<file path="config.mk">
export PLATFORM = sky130hd
export DESIGN_NAME = bounded_sorted_key_list
export DESIGN_NICKNAME = d
export VERILOG_FILES = /design/src/rtl/bskl_pkg.sv /design/src/rtl/bskl_store.sv /design/src/rtl/bskl_seq.sv /design/src/rtl/bounded_sorted_key_list.sv
export SDC_FILE = /design/constraint.sdc
export NUM_CORES = 1
export LEC_CHECK = 0
export ABC_CLOCK_PERIOD_IN_PS = 3660
export BUFFER_PORTS_ARGS = -buffer_cell sky130_fd_sc_hd__buf_2
export CAP_MARGIN = 15
export CORE_MARGIN = 1
export CORE_UTILIZATION = 25
export DETAILED_ROUTE_END_ITERATION = 12
export GPL_TIMING_DRIVEN = 0
export PLACE_DENSITY = 0.39
export SLEW_MARGIN = 20
export SYNTH_ARGS = -nofsm -noshare
export SYNTH_HDL_FRONTEND = slang
export SYNTH_SLANG_ARGS = --single-unit
export TNS_END_PERCENT = 10
</file>
<file path="constraint.sdc">
create_clock -name i_clk -period 3.66 [get_ports i_clk]
set_input_delay 0.183 -clock i_clk [delete_from_list [all_inputs] [get_ports i_clk]]
set_output_delay 0.183 -clock i_clk [all_outputs]
set_load 0.01 [all_outputs]
</file>
<file path="src/rtl/bskl_pkg.sv">
// ----------------------------------------------------------------------------
// bskl_pkg
// Shared types and codes for the bounded sorted key list.
// ----------------------------------------------------------------------------
package bskl_pkg;

    localparam int KEY_W   = 18;  // key field width
    localparam int POS_W   = 4;   // position field width
    localparam int COUNT_W = 5;   // entry count field width

    typedef enum logic {
        OP_INSERT = 1'b0,
        OP_REMOVE = 1'b1
    } t_op;

    typedef enum logic [1:0] {
        ST_INSERTED = 2'd0,
        ST_REMOVED  = 2'd1,
        ST_FULL     = 2'd2,
        ST_MISSING  = 2'd3
    } t_status;

    typedef enum logic [2:0] {
        S_IDLE,
        S_SEARCH,
        S_SHUP,
        S_PUT,
        S_SHDN,
        S_DRAIN,
        S_REPORT
    } t_state;

    typedef struct packed {
        t_op              operation;
        logic [KEY_W-1:0] key;
    } t_request;

    typedef struct packed {
        t_status            status;
        logic               has_entry;
        logic [POS_W-1:0]   position;
        logic [KEY_W-1:0]   entry_key;
        logic [COUNT_W-1:0] entry_count;
        logic               last;
    } t_result;

endpackage

</file>
<file path="src/rtl/bskl_store.sv">
// ----------------------------------------------------------------------------
// bskl_store
// Key storage: one write port, one read port with registered, write-first data.
// ----------------------------------------------------------------------------
module bskl_store #(
    parameter int DEPTH = 16
) (
    input  logic                         i_clk,
    input  logic                         i_we,
    input  logic [$clog2(DEPTH)-1:0]     i_waddr,
    input  logic [bskl_pkg::KEY_W-1:0]   i_wdata,
    input  logic [$clog2(DEPTH)-1:0]     i_raddr,
    output logic [bskl_pkg::KEY_W-1:0]   o_rdata
);

    logic [bskl_pkg::KEY_W-1:0] r_mem [DEPTH];
    logic [bskl_pkg::KEY_W-1:0] r_rdata;

    always_ff @(posedge i_clk) begin
        if (i_we) begin
            r_mem[i_waddr] <= i_wdata;
        end
    end

    // Forward the word being written when both ports hit the same entry.
    always_ff @(posedge i_clk) begin
        if (i_we && (i_waddr == i_raddr)) begin
            r_rdata <= i_wdata;
        end else begin
            r_rdata <= r_mem[i_raddr];
        end
    end

    assign o_rdata = r_rdata;

endmodule

</file>
<file path="src/rtl/bskl_seq.sv">
// ----------------------------------------------------------------------------
// bskl_seq
// Sequencer: search with one shared comparator, shift, insert, read out.
// ----------------------------------------------------------------------------
module bskl_seq #(
    parameter int CAPACITY = 16
) (
    input  logic                         i_clk,
    input  logic                         i_rst_n,
    input  logic                         i_start,
    input  bskl_pkg::t_request           i_request,
    output logic                         o_busy,
    output logic                         o_strobe,
    output bskl_pkg::t_result            o_result,
    output logic                         o_mem_we,
    output logic [$clog2(CAPACITY)-1:0]  o_mem_waddr,
    output logic [bskl_pkg::KEY_W-1:0]   o_mem_wdata,
    output logic [$clog2(CAPACITY)-1:0]  o_mem_raddr,
    input  logic [bskl_pkg::KEY_W-1:0]   i_mem_rdata
);

    localparam int AW = $clog2(CAPACITY);
    localparam int CW = $clog2(CAPACITY + 1);

    bskl_pkg::t_state   r_state, n_state;
    logic [CW-1:0]      r_ptr, n_ptr;
    logic [CW-1:0]      r_pos, n_pos;
    logic [CW-1:0]      r_count, n_count;
    bskl_pkg::t_op      r_op, n_op;
    logic [bskl_pkg::KEY_W-1:0] r_key, n_key;
    bskl_pkg::t_status  r_status, n_status;
    logic               r_stb, n_stb;
    bskl_pkg::t_result  r_res, n_res;

    logic               accept;
    logic               at_end;
    logic               key_lt;
    logic               key_eq;
    logic               last_ent;
    logic [CW-1:0]      ptr_up;
    logic [CW-1:0]      ptr_dn;
    logic [CW-1:0]      count_dn;

    assign accept   = i_start && (r_state == bskl_pkg::S_IDLE);
    assign ptr_up   = r_ptr + CW'(1);
    assign ptr_dn   = r_ptr - CW'(1);
    assign count_dn = r_count - CW'(1);
    assign at_end   = (r_ptr == r_count);
    assign last_ent = (ptr_up == r_count);

    // Shared compare unit: stored word against the request key.
    assign key_lt = (i_mem_rdata < r_key);
    assign key_eq = (i_mem_rdata == r_key);

    always_comb begin
        n_state = r_state;
        unique case (r_state)
            bskl_pkg::S_IDLE: begin
                if (accept) begin
                    if ((i_request.operation == bskl_pkg::OP_INSERT)
                            && (r_count == CW'(CAPACITY))) begin
                        n_state = bskl_pkg::S_REPORT;
                    end else begin
                        n_state = bskl_pkg::S_SEARCH;
                    end
                end
            end
            bskl_pkg::S_SEARCH: begin
                if (r_op == bskl_pkg::OP_INSERT) begin
                    if (at_end) begin
                        n_state = bskl_pkg::S_PUT;
                    end else if (!key_lt) begin
                        n_state = bskl_pkg::S_SHUP;
                    end
                end else begin
                    if (at_end) begin
                        n_state = bskl_pkg::S_REPORT;
                    end else if (key_eq) begin
                        if (!last_ent) begin
                            n_state = bskl_pkg::S_SHDN;
                        end else if (r_count == CW'(1)) begin
                            n_state = bskl_pkg::S_REPORT;
                        end else begin
                            n_state = bskl_pkg::S_DRAIN;
                        end
                    end
                end
            end
            bskl_pkg::S_SHUP: begin
                if (r_ptr == r_pos) begin
                    n_state = bskl_pkg::S_PUT;
                end
            end
            bskl_pkg::S_PUT: begin
                n_state = bskl_pkg::S_DRAIN;
            end
            bskl_pkg::S_SHDN: begin
                if (r_ptr == count_dn) begin
                    n_state = bskl_pkg::S_DRAIN;
                end
            end
            bskl_pkg::S_DRAIN: begin
                if (last_ent) begin
                    n_state = bskl_pkg::S_IDLE;
                end
            end
            bskl_pkg::S_REPORT: begin
                n_state = bskl_pkg::S_IDLE;
            end
            default: begin
                n_state = bskl_pkg::S_IDLE;
            end
        endcase
    end

    always_comb begin
        n_ptr       = r_ptr;
        n_pos       = r_pos;
        n_count     = r_count;
        n_op        = r_op;
        n_key       = r_key;
        n_status    = r_status;
        n_stb       = 1'b0;
        n_res       = '0;
        o_mem_we    = 1'b0;
        o_mem_waddr = r_ptr[AW-1:0];
        o_mem_wdata = i_mem_rdata;
        unique case (r_state)
            bskl_pkg::S_IDLE: begin
                if (accept) begin
                    n_op  = i_request.operation;
                    n_key = i_request.key;
                    n_ptr = '0;
                    if (i_request.operation == bskl_pkg::OP_REMOVE) begin
                        n_status = bskl_pkg::ST_REMOVED;
                    end else if (r_count == CW'(CAPACITY)) begin
                        n_status = bskl_pkg::ST_FULL;
                    end else begin
                        n_status = bskl_pkg::ST_INSERTED;
                    end
                end
            end
            bskl_pkg::S_SEARCH: begin
                if (r_op == bskl_pkg::OP_INSERT) begin
                    if (at_end || !key_lt) begin
                        n_pos = r_ptr;
                        n_ptr = count_dn;
                    end else begin
                        n_ptr = ptr_up;
                    end
                end else begin
                    if (at_end) begin
                        n_status = bskl_pkg::ST_MISSING;
                    end else if (key_eq && last_ent) begin
                        n_count = count_dn;
                        n_ptr   = '0;
                    end else begin
                        n_ptr = ptr_up;
                    end
                end
            end
            bskl_pkg::S_SHUP: begin
                // Move one entry up, walking down toward the insert point.
                o_mem_we    = 1'b1;
                o_mem_waddr = ptr_up[AW-1:0];
                if (r_ptr != r_pos) begin
                    n_ptr = ptr_dn;
                end
            end
            bskl_pkg::S_PUT: begin
                o_mem_we    = 1'b1;
                o_mem_waddr = r_pos[AW-1:0];
                o_mem_wdata = r_key;
                n_count     = r_count + CW'(1);
                n_ptr       = '0;
            end
            bskl_pkg::S_SHDN: begin
                // Move one entry down over the removed slot.
                o_mem_we    = 1'b1;
                o_mem_waddr = ptr_dn[AW-1:0];
                if (r_ptr == count_dn) begin
                    n_count = count_dn;
                    n_ptr   = '0;
                end else begin
                    n_ptr = ptr_up;
                end
            end
            bskl_pkg::S_DRAIN: begin
                n_stb             = 1'b1;
                n_res.status      = r_status;
                n_res.has_entry   = 1'b1;
                n_res.position    = bskl_pkg::POS_W'(r_ptr);
                n_res.entry_key   = i_mem_rdata;
                n_res.entry_count = bskl_pkg::COUNT_W'(r_count);
                n_res.last        = last_ent;
                if (!last_ent) begin
                    n_ptr = ptr_up;
                end
            end
            bskl_pkg::S_REPORT: begin
                n_stb             = 1'b1;
                n_res.status      = r_status;
                n_res.entry_count = bskl_pkg::COUNT_W'(r_count);
                n_res.last        = 1'b1;
            end
            default: begin
                n_stb = 1'b0;
            end
        endcase
    end

    // Read the entry the next cycle works on.
    assign o_mem_raddr = n_ptr[AW-1:0];

    always_ff @(posedge i_clk) begin
        if (!i_rst_n) begin
            r_state <= bskl_pkg::S_IDLE;
            r_count <= '0;
            r_stb   <= 1'b0;
        end else begin
            r_state <= n_state;
            r_count <= n_count;
            r_stb   <= n_stb;
        end
    end

    always_ff @(posedge i_clk) begin
        r_ptr    <= n_ptr;
        r_pos    <= n_pos;
        r_op     <= n_op;
        r_key    <= n_key;
        r_status <= n_status;
        r_res    <= n_res;
    end

    assign o_busy   = (r_state != bskl_pkg::S_IDLE);
    assign o_strobe = r_stb;
    assign o_result = r_res;

endmodule

</file>
<file path="src/rtl/bounded_sorted_key_list.sv">
// ----------------------------------------------------------------------------
// bounded_sorted_key_list
// Ascending list of up to CAPACITY keys with insert and remove requests;
// each request is answered by a readout of the list or a single status.
// ----------------------------------------------------------------------------
//
//  channel   | ports                       | handshake
//  ----------+-----------------------------+------------------------------------
//  request   | start, busy, i_request      | taken when start is high, busy low
//  result    | o_strobe, o_result          | one cycle per result, no back-pressure
//
// Each request walks the list one entry per cycle through the single key
// comparator and the one-read, one-write key store. An insert searches for its
// place, shifts later keys up, writes the key and reads out the list; a remove
// that hits shifts later keys down and reads out the list (a status alone when
// it empties the list); a missing key or a full list gives a status alone. Each
// result is registered and leaves in the cycle after the step that makes it.
// Reset (synchronous, active low) empties the list; stored words are not
// cleared, as only entries below the count are ever used.
// The receiver cannot stall: each result stands for exactly one cycle.
//
module bounded_sorted_key_list #(
    parameter int CAPACITY = 16
) (
    input  logic               i_clk,
    input  logic               i_rst_n,
    input  logic               start,
    input  bskl_pkg::t_request i_request,
    output logic               busy,
    output logic               o_strobe,
    output bskl_pkg::t_result  o_result
);

    localparam int AW = $clog2(CAPACITY);

    logic                       mem_we;
    logic [AW-1:0]              mem_waddr;
    logic [bskl_pkg::KEY_W-1:0] mem_wdata;
    logic [AW-1:0]              mem_raddr;
    logic [bskl_pkg::KEY_W-1:0] mem_rdata;

    // Key storage; read data is registered and lands in the cycle after the address.
    bskl_store #(
        .DEPTH (CAPACITY)
    ) u_store (
        .i_clk   (i_clk),
        .i_we    (mem_we),
        .i_waddr (mem_waddr),
        .i_wdata (mem_wdata),
        .i_raddr (mem_raddr),
        .o_rdata (mem_rdata)
    );

    // Search, shift and readout sequencer around the shared comparator.
    bskl_seq #(
        .CAPACITY (CAPACITY)
    ) u_seq (
        .i_clk       (i_clk),
        .i_rst_n     (i_rst_n),
        .i_start     (start),
        .i_request   (i_request),
        .o_busy      (busy),
        .o_strobe    (o_strobe),
        .o_result    (o_result),
        .o_mem_we    (mem_we),
        .o_mem_waddr (mem_waddr),
        .o_mem_wdata (mem_wdata),
        .o_mem_raddr (mem_raddr),
        .i_mem_rdata (mem_rdata)
    );

endmodule
</file>
==> impl_metrics.env, run 1 <==
export IMPL_outcome="finished with violations"
export IMPL_violations_in_the_final_reports="negative setup slack"
export IMPL_hold_path_cell_count=4
export IMPL_timing_final_setup_violations=18
export IMPL_cts_tree="yes"
export IMPL_htreeDepth=2
export IMPL_start_kind="flop"
export IMPL_hold_path_class="input port to flop"
export IMPL_power_density_nw_per_um2=917.6
export IMPL_remaining_global_route_overflow=0
export IMPL_netlist_area_pre_place_um2=14800
export IMPL_number_of_antenna_violations_at_the_first_check_in_global_routing=2
export IMPL_postSynthNetCount=892
export IMPL_reg2reg_to="u_seq.r_ptr[0]"
export IMPL_path_clk_slew_ns=0.06
export IMPL_post_synth_cell_area_avg_um2=17.47
export IMPL_min_from="start"
export IMPL_cp_arrival_ns=4.39
export IMPL_layout_common_cells="319 x edfxtp_1, 90 x mux4_2, 61 x buf_2, 51 x nand2_1, 43 x clkbuf_16"
export IMPL_start_util=0.2545
export IMPL_placed_cell_area_um2=16760
export IMPL_grt_pass1_wl_um=62840
export IMPL_tritoncts_num_buffers=41
export IMPL_endpoint_kind_of_the_worst_setup_timing_path="flop"
export IMPL_detail_route_iter0_violations=605
export IMPL_top_level_ports=55
export IMPL_die_area_um2=60160
export IMPL_worst_endpoint_required_ns=3.96
export IMPL_crit_fanout=10
export IMPL_timing_reg2reg_setup_slack_ns=-0.43
export IMPL_report_final_slew_viol_count=0
export IMPL_largest_net_degree_at_the_start_of_global_routing=20
export IMPL_cap_viol_max_count=0
export IMPL_number_of_warnings_issued_by_yosys=0
export IMPL_grt_total_usage=0.1481
export IMPL_setup_ws_ns=-0.4252
export IMPL_route_antenna_remaining_nets=0
export IMPL_r2r_start="u_seq.r_ptr[1]"
export IMPL_filler_cell_count=5612
export IMPL_p_leak_nw=6.499
export IMPL_root_buffer_cell="clkbuf_16"
export IMPL_clock_latency_ns=0.57
export IMPL_dieHeight_um=245.3
export IMPL_regArea_um2=10380
export IMPL_finClkSkew_ns=0.02288
export IMPL_post_synth_inst_count=847
export IMPL_clock_fmax_ghz=0.2448
export IMPL_final_layout_size_suffix_gt1_frac=0.3421
export IMPL_port_buffers=54
export IMPL_period_utilisation_layout=1.116
export IMPL_place_congestion=0.7574
export IMPL_antennaDiodeCount=0
export IMPL_hold_viol=0
export IMPL_via_count=8388
export IMPL_area_of_the_core_um2=58140
export IMPL_vdd_drop_max_v=0.0004138
export IMPL_drt_vias_per_instance=4.586
export IMPL_ys_dominant_reg_cell="edfxtp_1"
export IMPL_post_dp_hpwl_um=28880
export IMPL_cp_class="flop to flop"
export IMPL_route_detailed_drc=0
export IMPL_worst_hold_path_endpoint="u_seq.r_state[0]"
export IMPL_synthToLayoutAreaGrowth_pct=30.66
export IMPL_finish_net_count=1076
export IMPL_clkSinkCount=359
export IMPL_wire_per_inst_um=24.00
export IMPL_finalCriticalPeriod_ns=4.085
export IMPL_cell_depth_of_the_worst_flop_to_flop_path=11
export IMPL_die_width_um=245.3
export IMPL_ys_types=64
export IMPL_ys_seq_area_frac=0.7016
export IMPL_layout_commonest_cell="edfxtp_1"
export IMPL_rsz0062_at_grt="yes"
export IMPL_post_route_util=0.3325
export IMPL_multi_input_area_um2=4602
export IMPL_wl_um=43900
export IMPL_std_cell_rows=88
export IMPL_cts_buffer_depth=3
export IMPL_postSynth_asyncResetShare=0
export IMPL_synth_seq_cells=359
export IMPL_timing_max_slew_rel_slack=0.3442
export IMPL_synth_enable_flop_cells=319
export IMPL_first_global_vias=8823
export IMPL_worstMarginPinSlew_ns=0.9771
export IMPL_drtPass1Iterations=5
export IMPL_final_design_area_no_fill_um2=19330
## layout make-up
| type | count | area share |
|---|---|---|
| plain buffers | 42 | 0.01968 |
| clock buffers | 59 | 0.05922 |
| clock inverters | 17 | 0.01068 |
| inverters | 32 | 0.006343 |
| multi-input cells | 410 | 0.2380 |
| flip-flops and latches | 359 | 0.5369 |
| well taps | 765 | 0.04951 |
| repair buffers | 145 | 0.07961 |
## report_power, final
part / internal, mW / switching (mW) / leakage, nW
sequential: 6.00 / 0.134 / 3.21
clock: 2.47 / 1.69 / 0.654
combinational: 3.21 / 4.24 / 2.63
## worst max-delay path by stage
stage / to / slack (ns) / cells past startpoint / from
2_1_floorplan: u_seq.r_ptr[0] / 0.02 / 11 / u_seq.r_ptr[0]
3_3_place_gp: u_seq.r_ptr[1] / -2.26 / 13 / u_seq.r_ptr[2]
3_5_place_dp: u_seq.r_ptr[1] / -2.16 / 13 / u_seq.r_ptr[2]
4_1_cts: u_seq.r_ptr[1] / -0.50 / 16 / u_seq.r_ptr[0]
5_1_grt: u_seq.r_ptr[0] / -0.49 / 12 / u_seq.r_ptr[0]
6_report: u_seq.r_ptr[0] / -0.43 / 11 / u_seq.r_ptr[1]
## flip-flops by register name, indices dropped and copies added, names as in the netlist
name	cells
u_seq.r_op	1
u_seq.r_status	2
u_seq.r_key	18
u_store.r_mem	288
u_seq.r_count	5
u_seq.r_pos	5
u_seq.o_strobe	1
u_seq.r_ptr	5
u_seq.o_result	31
u_seq.r_state	3
## kinds of logic (layout without fill, tap and decap cells)
kind of cell	after synthesis	count (layout)	share of synthesized area
DFF	359	359	0.7016
adders and majority gates	23	23	0.01945
buffers and inverters	78	295	0.02182
AOI/OAI and AO/OA	95	95	0.04304
xor gates and xnor gates	27	27	0.01649
muxes	96	96	0.1411
and+or+nand+nor	169	169	0.05649
## cell usage after synthesis (3+ instances only)
library cell | number | share of area
a211oi_1 | 4 | 0.0020
a21oi_1 | 15 | 0.0051
a221oi_1 | 4 | 0.0024
a31oi_1 | 5 | 0.0021
and2_1 | 27 | 0.011
buf_1 | 11 | 0.0028
buf_2 | 15 | 0.0051
clkbuf_1 | 18 | 0.0046
dfxtp_1 | 40 | 0.054
edfxtp_1 | 319 | 0.65
ha_1 | 23 | 0.019
inv_1 | 30 | 0.0076
mux2i_1 | 5 | 0.0034
mux4_2 | 90 | 0.14
nand2_1 | 51 | 0.013
nand2b_1 | 7 | 0.0030
nand3_1 | 10 | 0.0034
nand3b_1 | 4 | 0.0020
nand4_1 | 5 | 0.0021
nor2_1 | 40 | 0.010
nor2b_1 | 7 | 0.0030
nor3_1 | 5 | 0.0017
o21ai_0 | 32 | 0.011
o221a_2 | 3 | 0.0023
o221ai_1 | 4 | 0.0024
o22ai_1 | 4 | 0.0017
or3_1 | 3 | 0.0013
xnor2_1 | 16 | 0.0095
xor2_1 | 10 | 0.0059
## stage by stage
stage                     hold slack (ns)  power [mW]  instances  worst slack [ns]  TNS, ns
after floorplan                    0.2819       9.844        847           0.01714        0
after global placement             0.3612       11.82       1666            -2.261  -425.86
after detailed placement           0.3611       12.27       1695            -2.157   -31.97
after CTS                         0.08814       17.84       1830           -0.4962   -7.116
after global routing               0.1213       18.65       1829           -0.4897   -14.89
final                              0.1167       17.74       1829           -0.4252   -5.163
## worst max-delay path, cell delays in order, from the launching register on
cell	delay, ns
edfxtp_1	0.45
buf_8	0.19
buf_2	0.37
mux4_2	0.37
mux4_2	0.55
ha_4	0.30
nand4_1	0.23
or4_4	0.68
nor2_4	0.17
o21ai_4	0.09
o21ba_4	0.29
o221ai_4	0.11
## routing by layer
layer	vias up	track usage	share of wire
met4	0	0.03805	0.018
met5	-	0	0
met2	192	0.2360	0.46
met1	4429	0.2066	0.47
li1	3714	-	-
met3	53	0.02679	0.046
## repair_timing
| item | in CTS | in global routing |
|---|---|---|
| pin swaps | 24 | 19 |
| resized for setup | 104 | 28 |
| hold buffers | 20 | 0 |
| endpoints found under the hold margin | 21 | 0 |
| buffers inserted | 35 | 2 |
| cloned | 5 | 1 |
| setup endpoints to repair | 28 | 158 |
Power figures use the tool's default switching activity.
==> inputs of run 2 (changes only) <==
Settings changed: ABC_CLOCK_PERIOD_IN_PS 3660 to 5020, CTS_BUF_LIST from default to sky130_fd_sc_hd__clkbuf_4, PLACE_DENSITY 0.39 to 0.38.
Clock period 3.66 ns to 5.02 ns, I/O delays scaled along.
==> run 2 against run 1 <==
Critical path depth rose by 1. Final cell count is 3.6% higher. Global-route usage is essentially flat. Flip-flop and latch count is the same. Core utilization down 1.9 points. Worst hold slack better by 0.0036 ns. Via count rose by 2.8%. The run now ends clean.
==> impl_metrics.env, run 2 (synthesis results as in run 1) <==
export IMPL_vdd_drop_max_v=0.0002378
export IMPL_tritoncts_num_buffers=98
export IMPL_layout_cells_non_filler=1895
export IMPL_path_clk_slew_ns=0.07
export IMPL_via_count=8625
export IMPL_clock_fmax_ghz=0.2080
export IMPL_clock_latency_ns=0.85
export IMPL_grt_pass1_wl_um=62940
export IMPL_cap_viol_max_count=0
export IMPL_buffering_stage_count_on_the_worst_path_with_inverters_included=3
export IMPL_cts_tree="yes"
export IMPL_power_density_nw_per_um2=629.6
export IMPL_first_global_vias=8971
export IMPL_placedCellCount=1693
export IMPL_min_from="i_request[12]"
export IMPL_detail_route_iter0_violations=706
export IMPL_outcome="complete, no violations"
export IMPL_period_utilisation_layout=0.9579
export IMPL_finalCriticalPeriod_ns=4.809
export IMPL_drtPass1Iterations=5
export IMPL_crit_chain="clkbuf_2 -> buf_4 -> buf_4 -> mux4_2 -> mux4_2 -> ha_1 -> nand4_1 -> or4_1 -> nor2_1 -> o21ai_0 -> o21ba_2 -> o221ai_1"
export IMPL_largest_register="u_store.r_mem"
export IMPL_port_buffers=54
export IMPL_cp_arrival_ns=5.36
export IMPL_finClkSkew_ns=0.06055
export IMPL_crit_fanout=10
export IMPL_area_of_the_core_um2=58140
export IMPL_synthToLayoutAreaGrowth_pct=23.32
export IMPL_die_width_um=245.3
export IMPL_worst_endpoint_required_ns=5.57
export IMPL_layout_common_cells="319 x edfxtp_1, 154 x clkbuf_4, 90 x mux4_2, 62 x buf_2, 51 x nand2_1"
export IMPL_drt_vias_per_instance=4.551
export IMPL_filler_cell_count=5770
export IMPL_root_buffer_cell="clkbuf_4"
export IMPL_remaining_global_route_overflow=0
export IMPL_cp_slowest_stage_delay_ns=0.71
export IMPL_endpoint_kind_of_the_worst_setup_timing_path="flop"
export IMPL_finish_net_count=1096
export IMPL_cp_class="flop to flop"
export IMPL_largest_register_ffs=288
export IMPL_start_kind="flop"
export IMPL_worstMarginPinSlew_ns=0.9534
export IMPL_timing_max_slew_rel_slack=0.3601
export IMPL_hold_path_class="input port to flop"
export IMPL_placed_cell_area_um2=16670
export IMPL_final_design_area_no_fill_um2=18250
export IMPL_report_final_slew_viol_count=0
export IMPL_layout_commonest_cell="edfxtp_1"
export IMPL_clkSinkCount=359
export IMPL_std_cell_rows=88
export IMPL_cp_startpoint="u_seq.r_ptr[1]"
export IMPL_post_route_util=0.3138
export IMPL_start_util=0.2545
export IMPL_number_of_antenna_violations_at_the_first_check_in_global_routing=2
export IMPL_rsz0062_at_grt="no"
export IMPL_timing_final_setup_violations=0
export IMPL_dieHeight_um=245.3
export IMPL_cts_buffer_depth=3
export IMPL_crit_path_top_delay_cell="or4_1"
export IMPL_post_dp_hpwl_um=28890
export IMPL_grt_total_usage=0.1484
export IMPL_route_detailed_drc=0
export IMPL_place_congestion=0.7590
export IMPL_htreeDepth=3
export IMPL_r2r_start="u_seq.r_ptr[1]"
export IMPL_route_antenna_remaining_nets=0
export IMPL_largest_net_degree_at_the_start_of_global_routing=17
export IMPL_final_layout_size_suffix_gt1_frac=0.3469
export IMPL_p_leak_nw=6.267
export IMPL_die_area_um2=60160
export IMPL_top_level_ports=55
export IMPL_hold_viol=0
export IMPL_critPathTopFamily="simple AND/OR/NAND/NOR gates"
export IMPL_wire_per_inst_um=22.96
export IMPL_wl_um=43500
==> run 2: cell types whose count changed in the layout (fill, tap and decap cells not counted), moves of 8 or more <==
| cell | before | now |
|---|---|---|
| buf_16 | 24 | 13 |
| ha_1 | 6 | 23 |
| clkinv_1 | 8 | 17 |
| clkbuf_4 | 3 | 154 |
| buf_4 | 40 | 21 |
| clkbuf_16 | 43 | 0 |
| clkbuf_2 | 0 | 8 |
| ha_4 | 17 | 0 |
| clkbuf_1 | 27 | 14 |
==> run 2: layout make-up <==
| cell class | count | area [um2] | area share |
|---|---|---|---|
| Sequential cell | 359 | 10380 | 0.5689 |
| Multi-Input combinational cell | 410 | 4239 | 0.2323 |
| Clock buffer | 153 | 1149 | 0.06295 |
| Timing Repair Buffer | 104 | 1011 | 0.05541 |
| Tap cell | 765 | 957.2 | 0.05246 |
| Buffer | 46 | 249.0 | 0.01365 |
| Clock inverter | 23 | 132.6 | 0.007269 |
| Inverter | 32 | 120.1 | 0.006583 |
| Antenna cell | 3 | 7.507 | 0.0004115 |
==> run 2: power breakdown <==
| part | switching, mW | leakage [nW] | total, mW | internal [mW] |
|---|---|---|---|---|
| sequential | 0.0970 | 3.21 | 4.47 | 4.37 |
| combinational | 2.73 | 2.28 | 4.32 | 1.59 |
| clock | 1.26 | 0.770 | 2.69 | 1.43 |
==> run 2: per-layer routing <==
layer / GRT usage / share of wire / vias up
met5: 0 / 0 / -
met2: 0.2209 / 0.44 / 239
met1: 0.2116 / 0.49 / 4485
met3: 0.03466 / 0.044 / 75
met4: 0.04761 / 0.022 / 0
li1: - / - / 3826
==> run 2: worst paths after layout <==
path	slack, ns	endpoint	cells after the start
hold / removal	0.12	u_seq.r_key[12]	2
hold reg to reg	0.45	u_seq.o_result[30]	1
setup reg to reg	0.21	u_seq.r_ptr[0]	12
setup / recovery	0.21	u_seq.r_ptr[0]	12
==> run 2: repair_timing <==
action                                  CTS  global route
hold endpoints to repair                 36             0
hold buffers                             22             0
pin swaps                                 1             0
endpoints found under the setup margin   18             5
resized for setup                        11            27
buffers inserted                          1             0
==> run 2: metrics by stage <==
step                      setup TNS [ns]  hold WS [ns]  power [mW]  setup slack, ns
after floorplan                        0        0.3499       7.120            1.038
after global placement           -120.16        0.4274       8.597           -1.427
after detailed placement          -16.89        0.4291       8.863           -1.319
after CTS                              0     0.0007177       11.65          0.01589
after global routing                   0       0.02097       12.17         0.001968
final                                  0        0.1202       11.49           0.2111
